===== src/hw/rtl/kli_pkg.sv =====
`timescale 1ns / 1ps
// ----------------------------------------------------------------------------
// Keyframe interpolator package
// Shared constants, codes and controller/datapath handshake types.
// ----------------------------------------------------------------------------
package kli_pkg;

   // Default configuration of the top level.
   localparam int KLI_MAX_KEYFRAMES = 128;
   localparam int KLI_CHANNELS      = 9;

   // Number of pose fields on the item and result beats.
   localparam int KLI_FIELDS = 9;

   // Register file.
   localparam int          KLI_CSR_ADDR_W       = 3;
   localparam logic [15:0] KLI_STEP_COUNT_RESET = 16'd190;

   // Signed Q16.16 saturation limits.
   localparam logic [31:0] KLI_Q_MAX = 32'h7FFF_FFFF;
   localparam logic [31:0] KLI_Q_MIN = 32'h8000_0000;

   // Item function codes; the fourth code is a no-op.
   typedef enum logic [1:0] {
      FUNC_LOAD  = 2'd0,
      FUNC_START = 2'd1,
      FUNC_TICK  = 2'd2
   } kli_func_type;

   // Register indexes, decoded from the word address.
   typedef enum logic {
      CSR_STEP_COUNT  = 1'b0,
      CSR_FRAME_COUNT = 1'b1
   } kli_csr_type;

   // Commands from the controller to the datapath.
   typedef struct packed {
      logic mem_we;      // write the key row of the current beat
      logic mem_re;      // read one keyframe row
      logic load_pose;   // copy the read row into the channel values
      logic latch_a;     // hold the read row as the segment start
      logic div_start;   // start the increment division of one channel
      logic store_step;  // store the finished increment
      logic tick_add;    // add the increments to the channel values
      logic capture;     // load the result register
   } kli_cmd_type;

   // Status from the datapath to the controller.
   typedef struct packed {
      logic div_done;
      logic rsp_free;
   } kli_sts_type;

endpackage


===== src/hw/rtl/kli_ctrl.sv =====
`timescale 1ns / 1ps
// ----------------------------------------------------------------------------
// Keyframe interpolator controller
// Decodes items, keeps the playback state and sequences the datapath through
// pose reloads and the per-channel increment divisions.
// ----------------------------------------------------------------------------
module kli_ctrl import kli_pkg::*; #(
   parameter  int MAX_KEYFRAMES = KLI_MAX_KEYFRAMES,
   parameter  int CHANNELS      = KLI_CHANNELS,
   localparam int SEG_W         = $clog2(MAX_KEYFRAMES),
   localparam int CH_W          = (CHANNELS > 1) ? $clog2(CHANNELS) : 1,
   localparam int CNT_W         = $clog2(MAX_KEYFRAMES + 256) + 1
) (
   input  logic              clock,
   input  logic              reset,
   input  logic              req_valid,
   output logic              req_ready,
   input  logic [1:0]        req_func,
   input  logic [6:0]        req_frame_slot,
   input  logic [15:0]       step_count,
   input  logic [7:0]        frame_count,
   input  kli_sts_type       sts,
   output kli_cmd_type       cmd,
   output logic [SEG_W-1:0]  rd_addr,
   output logic [CH_W-1:0]   chan,
   output logic [6:0]        seg,
   output logic              playing
);

   typedef enum logic [2:0] {
      ST_IDLE,
      ST_RD0,
      ST_POSE,
      ST_RDA,
      ST_CAPA,
      ST_DIV_GO,
      ST_DIV_WAIT,
      ST_RESULT
   } state_type;

   state_type        state_ff, state_in;
   logic [15:0]      tick_ff, tick_in;
   logic [SEG_W-1:0] seg_ff, seg_in;
   logic             active_ff, active_in;
   logic [CH_W-1:0]  ch_ff, ch_in;

   logic [CNT_W-1:0] max_ext;
   logic [CNT_W-1:0] count_ext;
   logic [CNT_W-1:0] eff_count;
   logic [CNT_W-1:0] seg_ext;
   logic             start_ok;
   logic             slot_ok;
   logic             tick_done;
   logic             wrap;
   logic [31:0]      seg_wide;

   // Effective frame count and segment limit checks.
   assign max_ext   = CNT_W'(MAX_KEYFRAMES);
   assign count_ext = CNT_W'(frame_count);
   assign eff_count = (count_ext > max_ext) ? max_ext : count_ext;
   assign seg_ext   = CNT_W'(seg_ff);
   assign start_ok  = (eff_count >= CNT_W'(2));
   assign slot_ok   = (CNT_W'(req_frame_slot) < max_ext);
   assign tick_done = (tick_ff >= step_count);
   assign wrap      = ((seg_ext + CNT_W'(3)) > eff_count);

   assign req_ready = (state_ff == ST_IDLE);

   // Next state, playback state and datapath commands.
   always_comb begin
      state_in  = state_ff;
      tick_in   = tick_ff;
      seg_in    = seg_ff;
      active_in = active_ff;
      ch_in     = ch_ff;
      cmd       = '0;
      rd_addr   = '0;
      unique case (state_ff)
         ST_IDLE: begin
            if (req_valid) begin
               state_in = ST_RESULT;
               unique case (kli_func_type'(req_func))
                  FUNC_LOAD: begin
                     cmd.mem_we = slot_ok;
                  end
                  FUNC_START: begin
                     if (start_ok) begin
                        seg_in    = '0;
                        tick_in   = '0;
                        active_in = 1'b1;
                        state_in  = ST_RD0;
                     end
                  end
                  FUNC_TICK: begin
                     if (active_ff) begin
                        if (tick_done) begin
                           tick_in = '0;
                           if (wrap) begin
                              seg_in   = '0;
                              state_in = ST_RD0;
                           end else begin
                              seg_in   = seg_ff + SEG_W'(1);
                              state_in = ST_RDA;
                           end
                        end else begin
                           cmd.tick_add = 1'b1;
                           tick_in      = tick_ff + 16'd1;
                        end
                     end
                  end
                  default: begin
                  end
               endcase
            end
         end
         ST_RD0: begin
            cmd.mem_re = 1'b1;
            rd_addr    = '0;
            state_in   = ST_POSE;
         end
         ST_POSE: begin
            cmd.load_pose = 1'b1;
            state_in      = ST_RDA;
         end
         ST_RDA: begin
            cmd.mem_re = 1'b1;
            rd_addr    = seg_ff;
            state_in   = ST_CAPA;
         end
         ST_CAPA: begin
            cmd.latch_a = 1'b1;
            cmd.mem_re  = 1'b1;
            rd_addr     = seg_ff + SEG_W'(1);
            ch_in       = '0;
            state_in    = ST_DIV_GO;
         end
         ST_DIV_GO: begin
            cmd.div_start = 1'b1;
            state_in      = ST_DIV_WAIT;
         end
         ST_DIV_WAIT: begin
            if (sts.div_done) begin
               cmd.store_step = 1'b1;
               if (ch_ff == CH_W'(CHANNELS - 1)) begin
                  state_in = ST_RESULT;
               end else begin
                  ch_in    = ch_ff + CH_W'(1);
                  state_in = ST_DIV_GO;
               end
            end
         end
         ST_RESULT: begin
            if (sts.rsp_free) begin
               cmd.capture = 1'b1;
               state_in    = ST_IDLE;
            end
         end
         default: begin
            state_in = ST_IDLE;
         end
      endcase
   end

   // State and playback registers.
   always_ff @(posedge clock) begin
      if (reset) begin
         state_ff  <= ST_IDLE;
         tick_ff   <= '0;
         seg_ff    <= '0;
         active_ff <= 1'b0;
         ch_ff     <= '0;
      end else begin
         state_ff  <= state_in;
         tick_ff   <= tick_in;
         seg_ff    <= seg_in;
         active_ff <= active_in;
         ch_ff     <= ch_in;
      end
   end

   assign seg_wide = 32'(seg_ff);
   assign seg      = seg_wide[6:0];
   assign playing  = active_ff;
   assign chan     = ch_ff;

   a_seg_range: assert property (@(posedge clock) disable iff (reset)
      seg_wide <= 32'(MAX_KEYFRAMES - 2))
      else $error("segment index beyond the last segment");

   a_start_reload: assert property (@(posedge clock) disable iff (reset)
      (req_valid && req_ready && (req_func == FUNC_START) && start_ok)
      |=> (active_ff && (seg_ff == '0) && (tick_ff == '0) && (state_ff == ST_RD0)))
      else $error("accepted start did not begin a pose reload");

   a_plain_tick: assert property (@(posedge clock) disable iff (reset)
      (req_valid && req_ready && (req_func == FUNC_TICK) && active_ff && !tick_done)
      |=> (state_ff == ST_RESULT))
      else $error("interpolation tick did not go straight to its result");

endmodule


===== config.mk =====
export PLATFORM = sky130hd
export DESIGN_NAME = kli_ctrl
export DESIGN_NICKNAME = d
export VERILOG_FILES = /design/src/hw/rtl/kli_pkg.sv /design/src/hw/rtl/kli_ctrl.sv
export SDC_FILE = /design/constraint.sdc
export NUM_CORES = 1
export LEC_CHECK = 0
export BUFFER_PORTS_ARGS = -buffer_cell sky130_fd_sc_hd__buf_2
export CAP_MARGIN = 40
export CORE_MARGIN = 2
export CORE_UTILIZATION = 54
export DETAILED_ROUTE_END_ITERATION = 8
export HOLD_SLACK_MARGIN = 0.05
export MAX_ROUTING_LAYER = met4
export PLACE_DENSITY_LB_ADDON = 0.2
export SETUP_SLACK_MARGIN = 0.05
export SYNTH_ARGS = -nofsm -noshare
export SYNTH_HDL_FRONTEND = slang
export SYNTH_SLANG_ARGS = --single-unit

===== constraint.sdc =====
create_clock -name clock -period 2.8 [get_ports clock]
set_input_delay 0.42 -clock clock [delete_from_list [all_inputs] [get_ports clock]]
set_output_delay 0.42 -clock clock [all_outputs]
set_load 0.05 [all_outputs]

Word-level counts from Yosys, hierarchy flattened
Index checks and enable logic that the tools add are counted.

Word-level logic and storage cells: 81. Output and inout bits: 28. Bits of input ports: 38. Flip-flop bits (word level): 31.

Reduce and logical (&&, ||, !) cells: 10. Equal/unequal tests: 17. $add $sub $neg: 4. Order comparisons: 5. Multiplexer cells: 40.

Operator list (count): 2-to-1 mux 16 bit (3); case mux 16 bit (2 select lines) (1); 2-to-1 mux 7 bit (4); case mux 7 bit (2 select lines) (2); case mux 3 bit (8 select lines) (1); 2-to-1 mux 3 bit (6); adder 16 x 1 -> 16 bit, second input constant (1); greater-or-equal comparator 16 bit (1); 2-to-1 mux 1 bit (16); inequality test 2 bit, second input constant (7); == test 3 bit, second input constant (4); adder 7 x 2 -> 8 bit, second input constant (1); greater-or-equal comparator 8 x 2 -> 1 bit, second input constant (1); greater-than comparator 8 bit (1); greater-than comparator 8 bit, second input constant (1); < comparator 7 x 8 -> 1 bit, second input constant (1); 2-to-1 mux 4 bit (2); 2-to-1 mux 8 bit (1); case mux 4 bit (2 select lines) (1); adder 7 x 1 -> 7 bit, second input constant (1); == test 3 x 2 -> 1 bit, second input constant (2); case mux 3 bit (2 select lines) (1); AND reduction 3 bit (2); AND reduction 6 bit (1); other kinds (12) (14).

Longest topological paths before layout
Gate-level depths: netlist (run 1).

Depth after elaboration: 9. Depth in mapped cells: 11. Gate-level depth less buffers: 11.

Worst setup path before layout (run 1)
OpenSTA, ideal clock, no wires.

Path kind: register to output. Start: reg seg_ff[2] (netlist: seg[2]). End: out rd_addr[5]. Stages on the path, launching flop included: 7. Path slack: -342 ps. Buffers on the path: 1. Arrival: 2722 ps. Required time: 2380 ps. Cell sequence: dfxtp_1 clkbuf_1 inv_1 nor3_1 nand3_1 xor2_1 o21ai_0.

Word-level cells in the longest chain between the ends: 2.

RTL lines: start, declared (RTL line kli_ctrl.sv:43) `logic [SEG_W-1:0] seg_ff, seg_in;`; start signal, assigned (RTL line kli_ctrl.sv:175) `seg_ff <= seg_in;`; adder 7 x 1 -> 7 bit (RTL line kli_ctrl.sv:133) `rd_addr = seg_ff + SEG_W'(1);`; case mux 7 bit (2 select lines) (RTL line kli_ctrl.sv:78) `unique case (state_ff)`; end, declared (RTL line kli_ctrl.sv:24) `output logic [SEG_W-1:0] rd_addr,`.

Every way passes these cells.

Final worst setup path (run 1)
Start: reg state_ff[1]. End: out rd_addr[6].

Word-level cells in the longest chain between the ends: 2. Elaborated cells on any way between the ends: 3. Classes of those cells: 2 x eq/ne; 1 x mux.

RTL lines: start, declared (RTL line kli_ctrl.sv:41) `state_type state_ff, state_in;`; start signal, assigned (RTL line kli_ctrl.sv:173) `state_ff <= state_in;`; == test 3 bit / == test 3 x 2 -> 1 bit (equally long branches) (RTL line kli_ctrl.sv:78); case mux 7 bit (2 select lines) * (RTL line kli_ctrl.sv:78).

Every way passes the cells marked *; elsewhere a longest branch is shown, timed or not.

==> results.yml, run 1 <==
logic_synthesis:
  synth_area_leaders: "dfxtp_1 (24%), ha_1 (15%), inv_1 (5.4%)"
  syn-cell-area_um2: 2591
  yosys_warnings: 0
  syn_area_per_cell_um2: 7.689
  ys_ff_latch: 31
  yosysSeqAreaShare: 0.2395
  synth_flop_cell: "dfxtp_1"
  synth_edf_count: 0
  synthCells: 337
  yosysTopAreaCellShare: 0.2395
  synthTopCellsByCount: "inv_1 (37), nand2_1 (34), ha_1 (32)"
  yosysMostFrequentCell: "inv_1"
  synthArstFlopShare: 0
  synthesis.nets: 407
  synth_cell_type_count: 57
  synth_area_leader_cell: "dfxtp_1"
timing:
  setup_viol: 0
  worst_pin_slew_ns: 0.5999
  slew_viol_final: 0
  slew_headroom: 0.5964
  max_freq_mhz: 378.0
  period_needed_ns: 2.645
  rsz0062_at_grt: "true"
  hold_viol_final: 0
  finalCritPeriodShare: 0.9448
  fin_skew_ns: 0.007974
  holdWs_ns: 0.4250
  finalSetupTns_ns: 0
grt:
  grt_overflow_total: 0
  grt_pass1_wl_mm: 10.12
  grt_max_degree: 17
  grt_usage: 0.2434
  grt_pass1_vias: 2309
  antenna_found_initial: 0
floorplanning:
  die_w_um: 73.27
  die_y_um: 73.27
  rows: 25
  start_util: 0.5560
  core-area_um2: 4661
  ioPinCount: 66
  fp.dieArea_um2: 5368
critical_path:
  worstPathMaxFanout: 10
  path_class: "reg -> out"
  cp.required_ns: 2.38
  cp-end-kind: "output pin"
  ff2ff_path_depth: 11
  rrSetupSlack_ns: 0.28
  critical_path.startpoint_type: "register"
  worstPathArrival_ns: 2.23
placed_design:
  gp_congestion: 0.8853
  dp_hpwl_mm: 4.467
  portBuffers: 58
  place_area_um2: 2964
finish:
  layout.nets: 468
  fin_area_um2: 3059
  area_growth_syn_to_layout_pct: 18.06
  multi_input_area_um2: 1784
  n_fill_cell: 444
  ff_latch_area_um2: 626.9
  post-route-util: 0.6564
  n_antenna_cell: 0
  drive_gt1_frac: 0.2281
route:
  first_iter_violations: 160
  met2_length_mm: 2.774
  firstDrtPassIters: 4
  vias: 2526
  viasPerCell: 5.576
  postRouteAntennaNets: 0
  wl_met1_mm: 2.656
  drcViolationCount: 0
  wl_met3_um: 272
  drt-total-wl_mm: 5.762
  highest_layer: "met4"
  wire_per_inst_um: 12.72
clocking:
  worstSkewPairLatency_ns: 0.29
  cts_num_sinks: 31
  root_buffer: "clkbuf_8"
  h-tree-depth: 2
  cts_tree: "yes"
  clkTransAtPathRegs_ns: 0.07
  cts_buffers: 5
  clk_path_buf_depth: 2
hold_path:
  hold_path_depth: 3
  hold_class: "in -> reg"
power_and_ir_drop:
  power.density_nw_per_um2: 460.2
  leakagePower_nw: 1.472
  irDropWorstVdd_v: 0.0002724
run:
  maxCapViolations: 0
status:
  outcome: "completed"
## logic make-up after synthesis
group                      share of synthesized area
and+or+nand+nor                               0.2723
AOI/OAI and AO/OA                             0.1763
buffers and inverters                        0.07581
adders and majority gates                     0.1545
DFF                                           0.2395
xor gates and xnor gates                     0.07774
muxes                                       0.003863
## repair_timing
action | CTS | global route
hold buffers | 0 | 0
buffers inserted | 0 | 0
resized for setup | 0 | 5
setup endpoints to repair | 0 | 7
hold endpoints to repair | 0 | 0
## critical path, cell delays in order, from the launching register on
cell and delay (ns):
dfxtp_1 0.54, inv_1 0.20, nand2_1 0.27, clkinv_1 0.34, a21o_1 0.25, nand2_1 0.07, o31ai_2 0.05, buf_2 0.21
## final timing paths
kind / startpoint / end
max: state_ff[1] / rd_addr[6]
min: sts[1] / state_ff[0]
max reg2reg: seg[0] / seg[6]
min reg2reg: chan[0] / chan[0]
## through the flow
step | cells | power, mW | worst slack [ns]
2_1_floorplan | 337 | 0.9519 | 0.03587
3_3_place_gp | 445 | 1.056 | 0.2451
3_5_place_dp | 445 | 1.065 | 0.2447
4_1_cts | 453 | 1.413 | 0.1398
5_1_grt | 453 | 1.494 | 0.03529
6_report | 453 | 1.408 | 0.1546
## flip-flops by register name, indices dropped and copies added, names as in the netlist
signal and count:
chan 4, playing 1, seg 7, state_ff 3
tick_ff 16
## metal layers
layer | track usage | up-vias
met5 | - | -
met4 | 0.08025 | 0
met1 | 0.3076 | 1141
met3 | 0.04938 | 7
li1 | - | 1310
met2 | 0.3884 | 68
## cell type report
| class | instances | area share |
|---|---|---|
| clock inverter | 2 | 0.004090 |
| timing repair buffer | 66 | 0.1153 |
| sequential | 31 | 0.2049 |
| inverter | 38 | 0.04663 |
| clock buffer | 6 | 0.02372 |
| tap | 54 | 0.02209 |
| multi-input combinational | 256 | 0.5832 |
## report_power, final
part           switching [mW]  leakage, nW  internal [mW]
sequential             0.0637        0.253          0.467
clock                   0.172       0.0412          0.173
combinational           0.365         1.18          0.167
total                   0.601         1.47          0.807
## cell usage in the layout (no fill, tap or decap), drive strengths merged, types with 4 or more instances in the layout
cell type,count
a21o,4
a21oi,16
a31oi,4
a32o,5
and2,4
and3,11
buf,65
clkbuf,7
dfxtp,31
ha,32
inv,37
nand2,34
nand3,15
nand4,8
nor2,28
nor3,14
o211ai,5
o21ai,15
xnor2,14
xor2,9
(Power assumes the default switching activity.)
==> run 2: changes to the inputs <==
--- a/config.mk
+++ b/config.mk
@@ -5,10 +5,12 @@
 export SDC_FILE = /design/constraint.sdc
 export NUM_CORES = 1
 export LEC_CHECK = 0
+export ABC_AREA = 1
 export BUFFER_PORTS_ARGS = -buffer_cell sky130_fd_sc_hd__buf_2
 export CAP_MARGIN = 40
 export CORE_MARGIN = 2
 export CORE_UTILIZATION = 54
+export CTS_CLUSTER_SIZE = 12
 export DETAILED_ROUTE_END_ITERATION = 8
 export HOLD_SLACK_MARGIN = 0.05
 export MAX_ROUTING_LAYER = met4
==> run 2 against run 1 <==
Maximum frequency grew 6.2%. Count of clock-buffer cells in the layout is the same. Final cell count increased by 23%. Largest cell class unchanged. Register-to-register slack better by 0.03 ns. Sequential share of layout area decreased by 1.2 points. Via count up 11%. Utilization is 1.7 points higher.
==> results.yml, run 2 <==
timing:
  finalCritPeriodShare: 0.8897
  slew_viol_final: 0
  fin_skew_ns: 0.007076
  setup_viol: 0
  period_needed_ns: 2.491
  finalSetupTns_ns: 0
  rsz0062_at_grt: "false"
  worst_pin_slew_ns: 0.4033
  fin_ws_ns: 0.3088
  slew_headroom: 0.7305
  hold_viol_final: 0
  max_freq_mhz: 401.4
critical_path:
  path_class: "reg -> reg"
  crit_top_cell: "nand2_1"
  worstPathArrival_ns: 2.66
  cp-end-kind: "register"
  crit_slowest_cell: "nor4_1"
  path_cells: "inv_1, ha_1, nor4_1, xor2_1, ha_1, nand2_1, nor2_1, nand2_1, nand2_1, nand2_1, nand2_1, inv_1, a21oi_1, nor3_1"
  cp.required_ns: 2.97
  worstPathMaxFanout: 6
  critical_path.startpoint_type: "register"
  cpPeakStageDelay_ns: 0.41
run:
  maxCapViolations: 0
clocking:
  worstSkewPairLatency_ns: 0.29
  root_buffer: "clkbuf_8"
  cts_buffers: 5
  postCtsSetupRepairBufs: 0
  cts_num_sinks: 31
  clk_path_buf_depth: 2
  clkTransAtPathRegs_ns: 0.07
  cts_tree: "yes"
  h-tree-depth: 2
  hold_buffers: 0
  cts_resized: 0
finish:
  layout.nets: 558
  fin_area_um2: 3224
  final_cell_mix: "inv_1 (85), nand2_1 (81), buf_2 (58), nor2_1 (51), ha_1 (32)"
  largest_reg_flops: 16
  drive_gt1_frac: 0.1881
  top_register: "tick_ff"
  layout_commonest_cell: "inv_1"
  area_growth_syn_to_layout_pct: 18.21
  ff_latch_area_um2: 620.6
  n_fill_cell: 458
  multi_input_area_um2: 1748
  n_antenna_cell: 0
power_and_ir_drop:
  irDropWorstVdd_v: 0.0007131
  power.density_nw_per_um2: 567.3
  leakagePower_nw: 1.703
route:
  wire_per_inst_um: 11.16
  first_iter_violations: 113
  drcViolationCount: 0
  firstDrtPassIters: 4
  vias: 2793
  drt-total-wl_mm: 6.204
  viasPerCell: 5.023
  postRouteAntennaNets: 0
grt:
  grt_pass1_vias: 2531
  grt_overflow_total: 0
  antenna_found_initial: 0
  grt_max_degree: 13
  grt_usage: 0.2444
  grt_pass1_wl_mm: 10.52
logic_synthesis:
  synthArstFlopShare: 0
  synth_cell_type_count: 32
  synthesis.nets: 493
  synth_edf_count: 0
  syn_area_per_cell_um2: 6.448
  synth_flop_cell: "dfxtp_1"
  synth_area_leaders: "dfxtp_1 (23%), ha_1 (15%), inv_1 (12%)"
  yosysSeqAreaShare: 0.2275
  synthTopCellsByCount: "inv_1 (85), nand2_1 (81), nor2_1 (51)"
  yosys_warnings: 0
  syn-cell-area_um2: 2728
  yosysMostFrequentCell: "inv_1"
  yosysTopAreaCellShare: 0.2275
  synthCells: 423
  synth_area_leader_cell: "dfxtp_1"
  ys_ff_latch: 31
placed_design:
  place_area_um2: 3107
  portBuffers: 58
  dp_hpwl_mm: 5.035
  gp_congestion: 0.8714
  place_ws_ns: 0.3137
floorplanning:
  start_util: 0.5699
  rows: 25
  core-area_um2: 4786
  die_y_um: 75.07
  fp.dieArea_um2: 5636
  die_w_um: 75.07
  ioPinCount: 66
hold_path:
  hold_class: "in -> reg"
status:
  outcome: "completed"
[run 2: worst paths after layout]
kind,startpoint,end,slack (ns),cells after the start
min reg2reg,tick_ff[8],tick_ff[8],0.49,2
min,sts[1],state_ff[0],0.45,3
max reg2reg,seg[1],seg[1],0.31,14
max,seg[1],seg[1],0.31,14
[run 2: logic make-up (layout without fill, tap and decap cells)]
logic type / Yosys count / count (layout) / share of synthesized area
AO/OA/AOI/OAI: 67 / 67 / 0.1376
buffers and inverters: 93 / 159 / 0.1335
AND/OR/NAND/NOR: 189 / 189 / 0.3193
flip-flops: 31 / 31 / 0.2275
adder cells (fa/ha/maj): 32 / 32 / 0.1468
XOR/XNOR: 11 / 11 / 0.03532
[run 2: cell type report]
cell class	instances	area share
clock inverter	2	0.01087
multi-input combinational	299	0.5421
sequential	31	0.1925
tap	67	0.02600
timing repair buffer	62	0.09934
clock buffer	6	0.02561
inverter	89	0.1036
[run 2: per-stage QoR]
stage	cells	utilization	power [mW]	hold slack, ns
2_1_floorplan	423	-	1.185	0.4507
3_3_place_gp	548	0.6492	1.355	0.4712
3_5_place_dp	548	0.6492	1.368	0.4812
4_1_cts	556	0.6737	1.834	0.4519
5_1_grt	556	0.6737	1.938	0.4766
6_report	556	0.6737	1.829	0.4543
[run 2: power breakdown]
group / internal, mW / switching, mW
Sequential: 0.478 / 0.0513
Clock: 0.288 / 0.180
Combinational: 0.234 / 0.599
Total: 0.999 / 0.830
[run 2: layer usage]
| metal | track usage | part of all wire | routed length, um | vias to the layer above |
|---|---|---|---|---|
| li1 | - | - | - | 1472 |
| met1 | 0.3197 | 0.49 | 3012 | 1236 |
| met2 | 0.3889 | 0.45 | 2795 | 80 |
| met3 | 0.03614 | 0.054 | 334 | 5 |
| met4 | 0.07540 | 0.0098 | 61 | 0 |
| met5 | - | 0 | 0 | - |
[run 2: critical path: cells and delay by family, from the launching register on]
kind	cells	cell delay [ns]
AOI/OAI and AO/OA	1	0.16
xor gates and xnor gates	1	0.13
adders and majority gates	2	0.54
buffers and inverters	2	0.17
DFF	1	0.33
and+or+nand+nor	8	1.06
==> run 3: changes to the inputs <==
--- a/config.mk
+++ b/config.mk
@@ -13,7 +13,6 @@
 export CTS_CLUSTER_SIZE = 12
 export DETAILED_ROUTE_END_ITERATION = 8
 export HOLD_SLACK_MARGIN = 0.05
-export MAX_ROUTING_LAYER = met4
 export PLACE_DENSITY_LB_ADDON = 0.2
 export SETUP_SLACK_MARGIN = 0.05
 export SYNTH_ARGS = -nofsm -noshare
==> constraint.sdc (replaced) <==
create_clock -name clock -period 2.8 [get_ports clock]
set_input_delay 0.56 -clock clock [delete_from_list [all_inputs] [get_ports clock]]
set_output_delay 0.56 -clock clock [all_outputs]
set_load 0.05 [all_outputs]
==> run 3 against run 2 <==
Sequential share of layout area decreased by 0.060 points. Setup slack got worse by 0.095 ns. Critical path depth unchanged. Clock power decreased by 3%. Final cell count stayed put. Register-to-register slack worse by 0.09 ns. Maximum frequency down 3.7%. Worst hold slack better by 0.031 ns. Total power is 0.28% lower. First-iteration DRC count is 19% higher. Count of clock-buffer cells in the layout shrank 1.
==> results.yml, run 3 (synthesis results as in run 2) <==
route:
  postRouteAntennaNets: 0
  viasPerCell: 4.975
  first_iter_violations: 135
  drt-total-wl_mm: 6.239
  wire_per_inst_um: 11.22
  vias: 2766
  firstDrtPassIters: 4
  drcViolationCount: 0
placed_design:
  gp_congestion: 0.8865
  dp_hpwl_mm: 4.929
  portBuffers: 58
  place_area_um2: 3113
  place_inst: 548
floorplanning:
  core-area_um2: 4786
  fp.dieArea_um2: 5636
  rows: 25
  die_w_um: 75.07
  start_util: 0.5699
  die_y_um: 75.07
  ioPinCount: 66
critical_path:
  rrSetupSlack_ns: 0.21
  worstPathArrival_ns: 2.76
  cp-end-kind: "register"
  worstPathMaxFanout: 6
  critical_path.startpoint_type: "register"
  path_class: "reg -> reg"
  cp.required_ns: 2.97
clocking:
  hold_buffers: 0
  cts_num_sinks: 31
  root_buffer: "clkbuf_8"
  cts_tree: "yes"
  clkTransAtPathRegs_ns: 0.07
  cts_buffers: 5
  h-tree-depth: 2
  clk_path_buf_depth: 2
  worstSkewPairLatency_ns: 0.29
finish:
  top_register: "tick_ff"
  fin_area_um2: 3234
  area_growth_syn_to_layout_pct: 18.58
  final_cell_mix: "inv_1 (85), nand2_1 (80), buf_2 (58), nor2_1 (51), ha_1 (32)"
  layout_commonest_cell: "inv_1"
  drive_gt1_frac: 0.1943
  layout.nets: 558
  stdcell_count: 556
  largest_reg_flops: 16
  n_fill_cell: 458
  n_antenna_cell: 0
power_and_ir_drop:
  leakagePower_nw: 1.701
  irDropWorstVdd_v: 0.0007770
  power.density_nw_per_um2: 563.9
timing:
  holdWs_ns: 0.4858
  slew_headroom: 0.7321
  rsz0062_at_grt: "false"
  setup_viol: 0
  finalSetupTns_ns: 0
  finalCritPeriodShare: 0.9236
  hold_viol_final: 0
  max_freq_mhz: 386.7
  slew_viol_final: 0
  fin_skew_ns: 0.007602
  period_needed_ns: 2.586
  worst_pin_slew_ns: 0.4009
grt:
  grt_usage: 0.2337
  grt_pass1_wl_mm: 10.34
  grt_pass1_vias: 2445
  grt_max_degree: 13
  grt_overflow_total: 0
  antenna_found_initial: 0
hold_path:
  hold_class: "reg -> reg"
run:
  maxCapViolations: 0
status:
  outcome: "completed"
run 3: changes by cell type in the layout (fill, tap and decap cells not counted), sizes merged:
| cell | before | now |
|---|---|---|
| clkbuf | 6 | 5 |
| clkinv | 1 | 2 |
run 3: critical path, stage by stage, from the launching register on:
cell	delay, ns
dfxtp_1	0.44
inv_1	0.11
ha_1	0.24
nor4_2	0.39
xor2_1	0.12
ha_1	0.29
nand2_1	0.06
nor2_1	0.16
nand2_1	0.08
nand2_1	0.07
nand2_1	0.07
nand2_2	0.14
nor2_1	0.05
o21ai_0	0.18
a21oi_1	0.06
run 3: metrics by stage:
stage          setup WS, ns  total power, mW    util
2_1_floorplan       0.08999            1.187       -
3_3_place_gp         0.1889            1.359  0.6505
3_5_place_dp         0.1759            1.373  0.6505
4_1_cts              0.1609            1.823  0.6740
5_1_grt             0.03916            1.929  0.6758
6_report             0.2138            1.824  0.6758
run 3: final timing paths:
kind,start,endpoint,cells after the start
hold / removal,tick_ff[8],tick_ff[8],2
setup / recovery,seg[1],seg[2],14
setup reg to reg,seg[1],seg[2],14
hold reg to reg,tick_ff[8],tick_ff[8],2
run 3: where the power goes:
| group | switching, mW | internal, mW |
|---|---|---|
| Clock | 0.186 | 0.265 |
| Combinational | 0.608 | 0.236 |
| Sequential | 0.0517 | 0.478 |
run 3: cell type report:
type / instances / area (um^2) / share of cell area
well taps: 67 / 83.83 / 0.02592
inverters: 89 / 334.1 / 0.1033
flip-flops and latches: 31 / 620.6 / 0.1919
repair buffers: 62 / 320.3 / 0.09903
clock buffers: 5 / 68.82 / 0.02128
multi-input cells: 299 / 1763 / 0.5451
clock inverters: 3 / 43.79 / 0.01354
run 3: layer usage:
layer | vias to the layer above | share of wire | track usage
met3 | 10 | 0.055 | 0.03347
li1 | 1476 | - | -
met1 | 1196 | 0.50 | 0.3268
met5 | - | 0 | 0
met4 | 0 | 0.015 | 0.06548
met2 | 84 | 0.43 | 0.3752
run 3: repair_timing:
| action | in CTS | in global routing |
|---|---|---|
| setup buffers | 0 | 0 |
| endpoints found under the setup margin | 0 | 7 |
| gates resized for setup | 0 | 2 |
